[src/hdl/irmgf_pkg.sv]
// Package for the IR message receiver with gap framing.
// Types, sizes and codes shared by every module of the block; depends on nothing.
package irmgf_pkg;

  localparam int MESSAGE_DEPTH = 64;
  localparam int SAMPLE_DEPTH  = 200;

  localparam int MSG_AW = (MESSAGE_DEPTH > 1) ? $clog2(MESSAGE_DEPTH) : 1;
  localparam int MSG_CW = $clog2(MESSAGE_DEPTH + 1);
  localparam int SMP_AW = (SAMPLE_DEPTH > 1) ? $clog2(SAMPLE_DEPTH) : 1;
  localparam int SMP_CW = $clog2(SAMPLE_DEPTH + 1);

  localparam logic [7:0] GAP_LIMIT_RESET = 8'd4;
  localparam logic [7:0] CHAR_MISSING    = 8'hFF;
  localparam logic [7:0] IDLE_MAX        = 8'hFF;
  localparam int         ADC_SHIFT       = 2;

  typedef enum logic [2:0] {
    FN_BYTE        = 3'd0,
    FN_TICK        = 3'd1,
    FN_ADC         = 3'd2,
    FN_RESET       = 3'd3,
    FN_READ_CHAR   = 3'd4,
    FN_READ_SAMPLE = 3'd5
  } func_t;

  typedef enum logic [1:0] {
    RD_ZERO    = 2'd0,
    RD_CHAR    = 2'd1,
    RD_SAMPLE  = 2'd2,
    RD_MISSING = 2'd3
  } rd_sel_t;

  typedef struct packed {
    func_t       func;
    logic [7:0]  rx_byte;
    logic [9:0]  adc_value;
    logic [7:0]  char_index;
  } item_t;

  typedef struct packed {
    rd_sel_t           rd_sel;
    logic              read_refused;
    logic              start_conversion;
    logic [MSG_CW-1:0] message_length;
    logic              message_full;
    logic              sampling_busy;
    logic [SMP_CW-1:0] samples_taken;
  } result_t;

  typedef struct packed {
    logic              we;
    logic [MSG_AW-1:0] waddr;
    logic [7:0]        wdata;
    logic              re;
    logic [MSG_AW-1:0] raddr;
  } msg_req_t;

  typedef struct packed {
    logic              we;
    logic [SMP_AW-1:0] waddr;
    logic [7:0]        wdata;
    logic              re;
    logic [SMP_AW-1:0] raddr;
  } smp_req_t;

endpackage

[src/hdl/irmgf_msg_mem.sv]
// Message byte store: one write and one registered read per cycle.
// Depends on irmgf_pkg.
module irmgf_msg_mem import irmgf_pkg::*; (
  input  logic       clk,
  input  msg_req_t   req,
  output logic [7:0] rdata
);

  logic [7:0] mem [MESSAGE_DEPTH];

  always_ff @(posedge clk) begin
    if (req.we) begin
      mem[req.waddr] <= req.wdata;
    end
    if (req.re) begin
      rdata <= mem[req.raddr];
    end
  end

endmodule

[src/hdl/irmgf_smp_mem.sv]
// Light sample store with per-entry valid bits; unwritten entries read as zero.
// Depends on irmgf_pkg.
module irmgf_smp_mem import irmgf_pkg::*; (
  input  logic       clk,
  input  logic       rst,
  input  smp_req_t   req,
  output logic [7:0] rdata
);

  logic [7:0]              mem [SAMPLE_DEPTH];
  logic [SAMPLE_DEPTH-1:0] valid;
  logic [7:0]              q;
  logic                    q_valid;

  always_ff @(posedge clk) begin
    if (req.we) begin
      mem[req.waddr] <= req.wdata;
    end
    if (req.re) begin
      q <= mem[req.raddr];
    end
  end

  always_ff @(posedge clk) begin
    if (rst) begin
      valid   <= '0;
      q_valid <= 1'b0;
    end else begin
      if (req.we) begin
        valid[req.waddr] <= 1'b1;
      end
      if (req.re) begin
        q_valid <= valid[req.raddr];
      end
    end
  end

  assign rdata = q_valid ? q : 8'd0;

endmodule

[src/hdl/irmgf_ctrl.sv]
// Receiver state, gap counter, sampling control and store requests for one request.
// Depends on irmgf_pkg.
module irmgf_ctrl import irmgf_pkg::*; (
  input  logic     clk,
  input  logic     rst,
  input  logic     cfg_we,
  input  logic [7:0] cfg_wdata,
  input  logic     advance,
  input  item_t    item,
  output result_t  res,
  output msg_req_t msg_req,
  output smp_req_t smp_req
);

  localparam logic [MSG_CW-1:0] MSG_DEPTH_C = MSG_CW'(MESSAGE_DEPTH);
  localparam logic [SMP_CW-1:0] SMP_DEPTH_C = SMP_CW'(SAMPLE_DEPTH);
  localparam logic [SMP_AW-1:0] SMP_LAST_C  = SMP_AW'(SAMPLE_DEPTH - 1);

  logic [7:0]        gap_limit;
  logic [MSG_CW-1:0] msg_count, msg_count_next;
  logic              full_flag, full_flag_next;
  logic              start_pending, start_pending_next;
  logic              sampling_on, sampling_on_next;
  logic [7:0]        idle_ticks, idle_ticks_next;
  logic [SMP_CW-1:0] smp_count, smp_count_next;
  logic [SMP_AW-1:0] rd_ptr, rd_ptr_next;
  logic [MSG_CW-1:0] base;

  always_comb begin
    msg_count_next     = msg_count;
    full_flag_next     = full_flag;
    start_pending_next = start_pending;
    sampling_on_next   = sampling_on;
    idle_ticks_next    = idle_ticks;
    smp_count_next     = smp_count;
    rd_ptr_next        = rd_ptr;
    base               = sampling_on ? msg_count : '0;
    msg_req            = '0;
    smp_req            = '0;
    res.rd_sel           = RD_ZERO;
    res.read_refused     = 1'b0;
    res.start_conversion = 1'b0;
    case (item.func)
      FN_BYTE: begin
        if (!full_flag) begin
          idle_ticks_next = '0;
          if (!sampling_on) begin
            start_pending_next = 1'b1;
          end
          msg_count_next = base;
          if (base < MSG_DEPTH_C) begin
            msg_req.we     = 1'b1;
            msg_req.waddr  = base[MSG_AW-1:0];
            msg_req.wdata  = item.rx_byte;
            msg_count_next = base + 1'b1;
          end
          if (msg_count_next >= MSG_DEPTH_C) begin
            full_flag_next = 1'b1;
          end
        end
      end
      FN_TICK: begin
        if (start_pending && !sampling_on) begin
          start_pending_next = 1'b0;
          sampling_on_next   = 1'b1;
          smp_count_next     = '0;
        end
        if (sampling_on_next) begin
          if (idle_ticks != IDLE_MAX) begin
            idle_ticks_next = idle_ticks + 1'b1;
          end
          if (idle_ticks_next > gap_limit) begin
            full_flag_next = 1'b1;
          end
          res.start_conversion = 1'b1;
        end
      end
      FN_ADC: begin
        if (sampling_on) begin
          if (smp_count < SMP_DEPTH_C) begin
            smp_req.we     = 1'b1;
            smp_req.waddr  = smp_count[SMP_AW-1:0];
            smp_req.wdata  = item.adc_value[ADC_SHIFT +: 8];
            smp_count_next = smp_count + 1'b1;
          end
          if (smp_count_next >= SMP_DEPTH_C) begin
            sampling_on_next = 1'b0;
            full_flag_next   = 1'b1;
          end
        end
      end
      FN_RESET: begin
        full_flag_next     = 1'b0;
        msg_count_next     = '0;
        start_pending_next = 1'b0;
        sampling_on_next   = 1'b0;
      end
      FN_READ_CHAR: begin
        if (9'(item.char_index) < 9'(msg_count)) begin
          msg_req.re    = 1'b1;
          msg_req.raddr = item.char_index[MSG_AW-1:0];
          res.rd_sel    = RD_CHAR;
        end else begin
          res.rd_sel = RD_MISSING;
        end
      end
      FN_READ_SAMPLE: begin
        if (sampling_on) begin
          res.read_refused = 1'b1;
        end else begin
          smp_req.re    = 1'b1;
          smp_req.raddr = rd_ptr;
          res.rd_sel    = RD_SAMPLE;
          rd_ptr_next   = (rd_ptr == SMP_LAST_C) ? '0 : rd_ptr + 1'b1;
        end
      end
      default: begin
      end
    endcase
    if (!advance) begin
      msg_req.we = 1'b0;
      msg_req.re = 1'b0;
      smp_req.we = 1'b0;
      smp_req.re = 1'b0;
    end
    res.message_length = msg_count_next;
    res.message_full   = full_flag_next;
    res.sampling_busy  = sampling_on_next;
    res.samples_taken  = smp_count_next;
  end

  always_ff @(posedge clk) begin
    if (rst) begin
      gap_limit     <= GAP_LIMIT_RESET;
      msg_count     <= '0;
      full_flag     <= 1'b0;
      start_pending <= 1'b0;
      sampling_on   <= 1'b0;
      idle_ticks    <= '0;
      smp_count     <= '0;
      rd_ptr        <= '0;
    end else begin
      if (cfg_we) begin
        gap_limit <= cfg_wdata;
      end
      if (advance) begin
        msg_count     <= msg_count_next;
        full_flag     <= full_flag_next;
        start_pending <= start_pending_next;
        sampling_on   <= sampling_on_next;
        idle_ticks    <= idle_ticks_next;
        smp_count     <= smp_count_next;
        rd_ptr        <= rd_ptr_next;
      end
    end
  end

endmodule

[src/hdl/ir_message_receiver_gap_framer_top.sv]
// IR message receiver with idle-gap framing: input register, control, stores, result register.
// Depends on irmgf_pkg, irmgf_ctrl, irmgf_msg_mem and irmgf_smp_mem.

// Takes one request per clock cycle while s_tready is high and returns exactly one result per
// request; the request waits in the input register until the result register is free or
// m_tready is high, and its result is then registered and taken when m_tready is high. Each
// request does at most one write or one read in the message or sample store.
// Sample store entries are cleared at reset through valid bits, so no clearing pass
// is needed. s_tready drops only when both registers are full and m_tready is low.
module ir_message_receiver_gap_framer_top import irmgf_pkg::*; (
  input  logic        clk,
  input  logic        rst,
  input  logic        cfg_we,
  input  logic [7:0]  cfg_wdata,
  input  logic        s_tvalid,
  output logic        s_tready,
  input  logic [31:0] s_tdata,   // rx_byte[7:0], adc_value[17:8], char_index[25:18], zero
  input  logic [2:0]  s_tuser,   // func[2:0]
  output logic        m_tvalid,
  input  logic        m_tready,
  output logic [31:0] m_tdata    // read_data[7:0], read_refused[8], start_conversion[9],
                                 // message_length[16:10], message_full[17],
                                 // sampling_busy[18], samples_taken[26:19], zero
);

  item_t      item;
  logic       item_valid;
  logic       res_valid;
  logic       advance;
  result_t    res_d, res_q;
  msg_req_t   msg_req;
  smp_req_t   smp_req;
  logic [7:0] msg_rdata;
  logic [7:0] smp_rdata;
  logic [7:0] read_data;

  assign advance  = item_valid && (!res_valid || m_tready);
  assign s_tready = !item_valid || advance;

  always_ff @(posedge clk) begin
    if (rst) begin
      item_valid <= 1'b0;
      res_valid  <= 1'b0;
    end else begin
      if (s_tready) begin
        item_valid <= s_tvalid;
      end
      if (advance) begin
        res_valid <= 1'b1;
      end else if (m_tready) begin
        res_valid <= 1'b0;
      end
    end
  end

  always_ff @(posedge clk) begin
    if (s_tready && s_tvalid) begin
      item.func       <= func_t'(s_tuser);
      item.rx_byte    <= s_tdata[7:0];
      item.adc_value  <= s_tdata[17:8];
      item.char_index <= s_tdata[25:18];
    end
    if (advance) begin
      res_q <= res_d;
    end
  end

  irmgf_ctrl u_ctrl (
    .clk       (clk),
    .rst       (rst),
    .cfg_we    (cfg_we),
    .cfg_wdata (cfg_wdata),
    .advance   (advance),
    .item      (item),
    .res       (res_d),
    .msg_req   (msg_req),
    .smp_req   (smp_req)
  );

  irmgf_msg_mem u_msg_mem (
    .clk   (clk),
    .req   (msg_req),
    .rdata (msg_rdata)
  );

  irmgf_smp_mem u_smp_mem (
    .clk   (clk),
    .rst   (rst),
    .req   (smp_req),
    .rdata (smp_rdata)
  );

  always_comb begin
    case (res_q.rd_sel)
      RD_CHAR:    read_data = msg_rdata;
      RD_SAMPLE:  read_data = smp_rdata;
      RD_MISSING: read_data = CHAR_MISSING;
      default:    read_data = 8'd0;
    endcase
  end

  assign m_tvalid = res_valid;
  assign m_tdata  = {5'd0,
                     8'(res_q.samples_taken),
                     res_q.sampling_busy,
                     res_q.message_full,
                     7'(res_q.message_length),
                     res_q.start_conversion,
                     res_q.read_refused,
                     read_data};

endmodule
[config.mk]
export PLATFORM = sky130hd
export DESIGN_NAME = ir_message_receiver_gap_framer_top
export DESIGN_NICKNAME = d
export VERILOG_FILES = /design/src/hdl/irmgf_pkg.sv /design/src/hdl/irmgf_msg_mem.sv /design/src/hdl/irmgf_smp_mem.sv /design/src/hdl/irmgf_ctrl.sv /design/src/hdl/ir_message_receiver_gap_framer_top.sv
export SDC_FILE = /design/constraint.sdc
export NUM_CORES = 2
export LEC_CHECK = 0
export BUFFER_PORTS_ARGS = -buffer_cell sky130_fd_sc_hd__buf_2
export CAP_MARGIN = 40
export CORE_UTILIZATION = 35
export CTS_CLUSTER_DIAMETER = 50
export DETAILED_ROUTE_END_ITERATION = 6
export SETUP_SLACK_MARGIN = 0.1
export SLEW_MARGIN = 30
export SYNTH_ARGS = -nofsm -noshare
export SYNTH_HDL_FRONTEND = slang
export SYNTH_SLANG_ARGS = --single-unit
export TNS_END_PERCENT = 10
[constraint.sdc]
create_clock -name clk -period 5.11 [get_ports clk]
set_input_delay 0.2555 -clock clk [delete_from_list [all_inputs] [get_ports clk]]
set_output_delay 0.2555 -clock clk [all_outputs]
set_load 0.005 [all_outputs]
# Yosys cells after proc, flatten, opt, wreduce, memory -nomap -nowiden
# Memory sizes are Yosys's and may differ from the RTL's. A register that Yosys moved wholly into a read port is not among the register bits.
# Cells that the tools add are included.
[word_totals]
word_cells = 136
ram_bits = 2112
reg_bits = 295
output_inout_bits = 34
input_bits = 48
n_memories = 2
[mem_list]
columns = ["name", "depth", "word_bits", "rd", "rd_ports_with_merged_regs", "write_ports", "line", "text"]
rows = [
  ["u_smp_mem.mem", 200, 8, 1, 1, 1, "irmgf_smp_mem.sv:10", "logic [7:0] mem [SAMPLE_DEPTH];"],
  ["u_msg_mem.mem", 64, 8, 1, 1, 1, "irmgf_msg_mem.sv:9", "logic [7:0] mem [MESSAGE_DEPTH];"],
]
[classes]
bitwise_logic = 2
n_reduce_logical = 16
mux = 66
eq_ne = 14
n_addsub = 4
magnitude_cmp = 9
[op_table]
columns = ["op", "n"]
rows = [
  ["OR 200 bit", 1],
  ["2-to-1 mux 8 bit", 12],
  ["2-to-1 mux 17 bit", 3],
  ["2-to-1 mux 7 bit", 7],
  ["2-to-1 mux 15 bit", 3],
  ["case mux 8 bit (2 select lines)", 2],
  ["2-to-1 mux 1 bit", 27],
  ["adder 8 x 1 -> 8 bit (second input constant)", 3],
  ["case mux 8 bit (3 select lines)", 1],
  ["< comparator 8 x 9 -> 1 bit (second input constant)", 2],
  ["2-to-1 mux 9 bit", 2],
  ["case mux 7 bit (2 select lines)", 1],
  ["binary-select mux 1 bit (select 8 bit)", 1],
  ["demux 1 bit (select 8 bit)", 1],
  ["equality test 8 bit (second input constant)", 1],
  [">= comparator 8 x 1 -> 1 bit (second input constant)", 1],
  [">= comparator 8 bit (second input constant)", 1],
  ["greater-than comparator 8 bit", 1],
  ["< comparator 8 x 7 -> 1 bit", 1],
  ["< comparator 8 bit (second input constant)", 1],
  ["inequality test 8 bit (second input constant)", 1],
  ["adder 7 x 1 -> 7 bit (second input constant)", 1],
  [">= comparator 7 bit (second input constant)", 1],
  ["< comparator 7 bit (second input constant)", 1],
  ["other kinds (21)", 35],
]

# Depth between registers and ports, before layout
[depth]
ltp_word = 10
depth_mapped = 14
depth_no_buf = 14

# Cells and area by module
# A second synthesis with hierarchy kept.
[unflattened]
hier_cells = 4975
hier_area_um2 = 95298.9
[by_module_without_submodules]
columns = ["module", "area_per_inst_um2", "seq_area_each_um2", "instances", "cells_per_inst"]
rows = [
  ["irmgf_smp_mem", 69790.7, 52310.2, 1, 3469],
  ["irmgf_msg_mem", 20246.9, 15615.0, 1, 940],
  ["irmgf_ctrl", 3348.2, 840.8, 1, 454],
  ["ir_message_receiver_gap_framer_top", 1913.1, 1541.5, 1, 112],
]

# Least setup slack after synthesis
# No wires, ideal clock.
[synth_path]
kind = "register -> register"
start = "reg item[28] (netlist name)"
end = "mem u_smp_mem.mem[0][0], data pin"
path_buffers = 3
t_required_ns = 4.385
setup_slack_ns = 0.385
period_less_slack_ns = 4.725
t_arrival_ns = 4.000
path_stages_with_launch = 7
setup_time_ns = 0.725
cell_sequence = "edfxtp_1 buf_4 nor3b_4 and2_1 buf_4 clkbuf_1 and3_1"
[synth_rtl]
columns = ["element", "line"]
rows = [
  ["end: declaration", "irmgf_smp_mem.sv:10"],
]

# Worst setup path in the final report
[layout_path]
start = "reg item[28] (netlist name)"
end = "reg u_smp_mem.q[7] (read register of u_smp_mem.mem), data pin"
[layout_between]
elab_chain_cells = 3
[layout_rtl]
columns = ["element", "line", "text"]
rows = [
  ["equality test 3 bit (*)", "irmgf_ctrl.sv:43", "case (item.func)"],
  ["2-to-1 mux 9 bit (*)", "irmgf_ctrl.sv:43", ""],
  ["2-to-1 mux 1 bit", "irmgf_ctrl.sv:120", "if (!advance) begin"],
  ["end: declaration", "irmgf_smp_mem.sv:12", "logic [7:0] q;"],
]
# Every way passes the cells marked *; elsewhere a longest branch is shown, timed or not.
# A chain may end at the register's enable or synchronous reset.

==> metrics <==
Vias 64.4k; Area contributors post-synth edfxtp_1 67%, dfxtp_1 5.0%, nor2_1 3.5%, mux2i_1 2.8%, a21oi_1 1.8%; Placement Rows 193; post-DP HPWL 195000 µm; most frequent cells in the layout 2176 x edfxtp_1, 910 x nor2_1, 405 x nand2_1; WP data arrival 5.17 ns; status finished clean; largest net degree at the start of global routing 139; FF-to-FF path depth 8; switching fraction of total power 0.206; P_leak 33.9 nW; Layout fillers 25.1k; top_reg_cell synth edfxtp_1; Worst slew margin 0.345; Crit-path slowest cell nor2_4; antenna viol nets, final 0; Overflow after GRT 0; Clock Skew 0.0912 ns; Seq/Total Area, Yosys 0.722; Flop pwr share 0.539; CTS root buf clkbuf_16; routed wire length 312000 µm; setup repair bufs after CTS 0; CTS H-tree depth 4; most common cell after layout, fill and taps aside edfxtp_1; Max Root-Sink Buffers 4; CP cell instances nand3b_4 > nor2_4 > buf_12 > mux2i_1 > a32oi_1 > a211oi_1 > a31oi_1 > a22o_1; DIE HEIGHT 529 µm; IO buf count 68; CTS Buf Count 241; Mapped Area 0.0973 mm²; gp weighted congestion 0.903; PD cells 352 mW/mm²; Setup violations, final 0; initial antenna violation count 14; Hold WC Path Type input port to flop; post-synthesis cell type count 91; GRT Util Overall 0.217; critical path endpoint category flop; drt via density 5.77; period utilization 0.878; Post-CTS Resized 0; Synth top area share 0.672; RSZ-0062 raised after global routing no; Starting DRT DRC Count 8395; first drt pass iteration count 6; Final Hold Viols 0; CP Launch Type flop; Syn. warnings 0; Peak Freq 0.223 GHz; WL/cell 28.0 µm; EDFF count, synth 2176; TritonCTS clock tree built; Switch Pwr 8.17 mW; core area 0.276 mm²; crit path time final 4.48 ns; hold path depth 2; layout cells sized above 1 0.154; FF+latch count, synth 2421; Skew-Pair Late Insertion Delay 0.94 ns; clock network fraction of design power 0.443; Syn-to-layout area delta 15.9%; die area 0.280 mm²; die width 529 µm; Pins Over Slew Limit 0; vias in the first global route 61.4k; VDD IR max 323 µV; Setup TNS Final 0 ns; max-capacitance violation count 0; Int Power 31.5 mW; logic gate share of total power 0.018; DRC 0; WS Path Type flop to flop; total power 39.7 mW; Post-Syn Instances 6931; Worst-path clk slew 0.06 ns; hold_buf cts 48; worst path required time 5.79 ns; Yosys top cell by area edfxtp_1; Crit path largest cell delay 0.93 ns; clk sinks 2421; maximum fanout along the worst path 58; global-route wire length before repair 445000 µm; transition time of the tightest slew-check pin 0.983 ns; Syn Area/Cell 14.0 µm²; share of flip-flops with an asynchronous set or reset 0; IO Count 82; initial core utilization 0.352; fin nets 7317
-- state kept, by name (all words and copies together), names as in the netlist, 2 cells and up --
signal,cells
m_tdata,19
res_q,2
u_ctrl.msg_count,7
u_ctrl.gap_limit,8
u_smp_mem.mem,1600
u_ctrl.rd_ptr,8
item,27
u_ctrl.idle_ticks,8
u_msg_mem.rdata,8
u_smp_mem.q,8
u_msg_mem.mem,512
u_ctrl.smp_count,8
u_smp_mem.valid,200
-- logic make-up (layout without fill, tap and decap cells) --
kind of cell               Yosys count  after routing  share of synthesized area
xor gates and xnor gates            13             13                    0.00117
muxes                              428            428                     0.0528
AOI/OAI and AO/OA                 1623           1623                      0.111
other                                1              9                  0.0000385
adders and majority gates           20             20                    0.00257
DFF                               2421           2421                      0.722
buffers and inverters              563           1080                     0.0262
and+or+nand+nor                   1862           1862                     0.0839
-- synthesized netlist by cell type (93+ instances only) --
cell and count:
edfxtp_1 2176, a21oi_1 347, buf_2 216, a211oi_1 111, a221oi_1 93, o22ai_1 124, nor2_1 920, clkbuf_1 229
dfxtp_1 245, nand3_1 133, o21ai_0 319, o211ai_1 97, mux2_2 100, mux2i_1 270, nand2_1 409
-- metal layers --
layer,global-route usage,wire length (µm),vias up
met3,0.0522,34700,716
met2,0.336,141000,3798
li1,-,-,27332
met4,0.0922,14700,8
met5,0,55,-
met1,0.290,122000,32595
-- through the flow --
| stage | hold slack (ns) | utilization | setup WS (ns) | instance area (µm²) | instances |
|---|---|---|---|---|---|
| 3_5_place_dp | 0.434 | 0.376 | 0.670 | 104000 | 10580 |
| 2_1_floorplan | 0.354 | - | 0.385 | 97300 | 6935 |
| 6_report | 0.0545 | 0.408 | 0.626 | 113000 | 11161 |
| 5_1_grt | 0.0396 | 0.408 | 0.529 | 113000 | 11157 |
| 3_3_place_gp | 0.433 | 0.373 | 0.776 | 103000 | 10523 |
| 4_1_cts | 0.00785 | 0.405 | 0.696 | 112000 | 11074 |
-- power groups by stage --
stage | Clock (mW) | Combinational [mW] | Sequential [mW]
detailed placement | 0 | 0.682 | 21.8
floorplan | 0 | 0.416 | 21.8
global placement | 0 | 0.668 | 21.8
finish | 17.6 | 0.726 | 21.4
CTS | 17.7 | 0.713 | 21.4
global route | 18.5 | 0.763 | 21.4
-- area by class of cell --
class                           instances  area [µm²]  share of cell area
Sequential cell                      2421       70300               0.623
Multi-Input combinational cell       3951       24800               0.219
Clock buffer                          349        6770              0.0600
Timing Repair Buffer                  600        5240              0.0465
Tap cell                             3705        4640              0.0411
Clock inverter                         97        1000             0.00888
Inverter                               34         136             0.00121
Antenna cell                            4        10.0           0.0000887
-- worst paths after layout --
| kind | from | end | slack (ns) |
|---|---|---|---|
| min | s_tdata[16] | item[16] | 0.05 |
| min reg2reg | u_smp_mem.valid[86] | u_smp_mem.valid[86] | 0.46 |
| max | item[28] | u_smp_mem.q[7] | 0.63 |
| max reg2reg | item[28] | u_smp_mem.q[7] | 0.63 |
-- critical path, delay by kind of cell, from the launching register on --
family,cells,cell delay [ns]
buf+inv,1,0.36
mux,1,0.25
compound gates,4,1.31
flops,1,0.73
simple gates,2,1.48
Note: power is estimated with default switching activity, not from simulation.
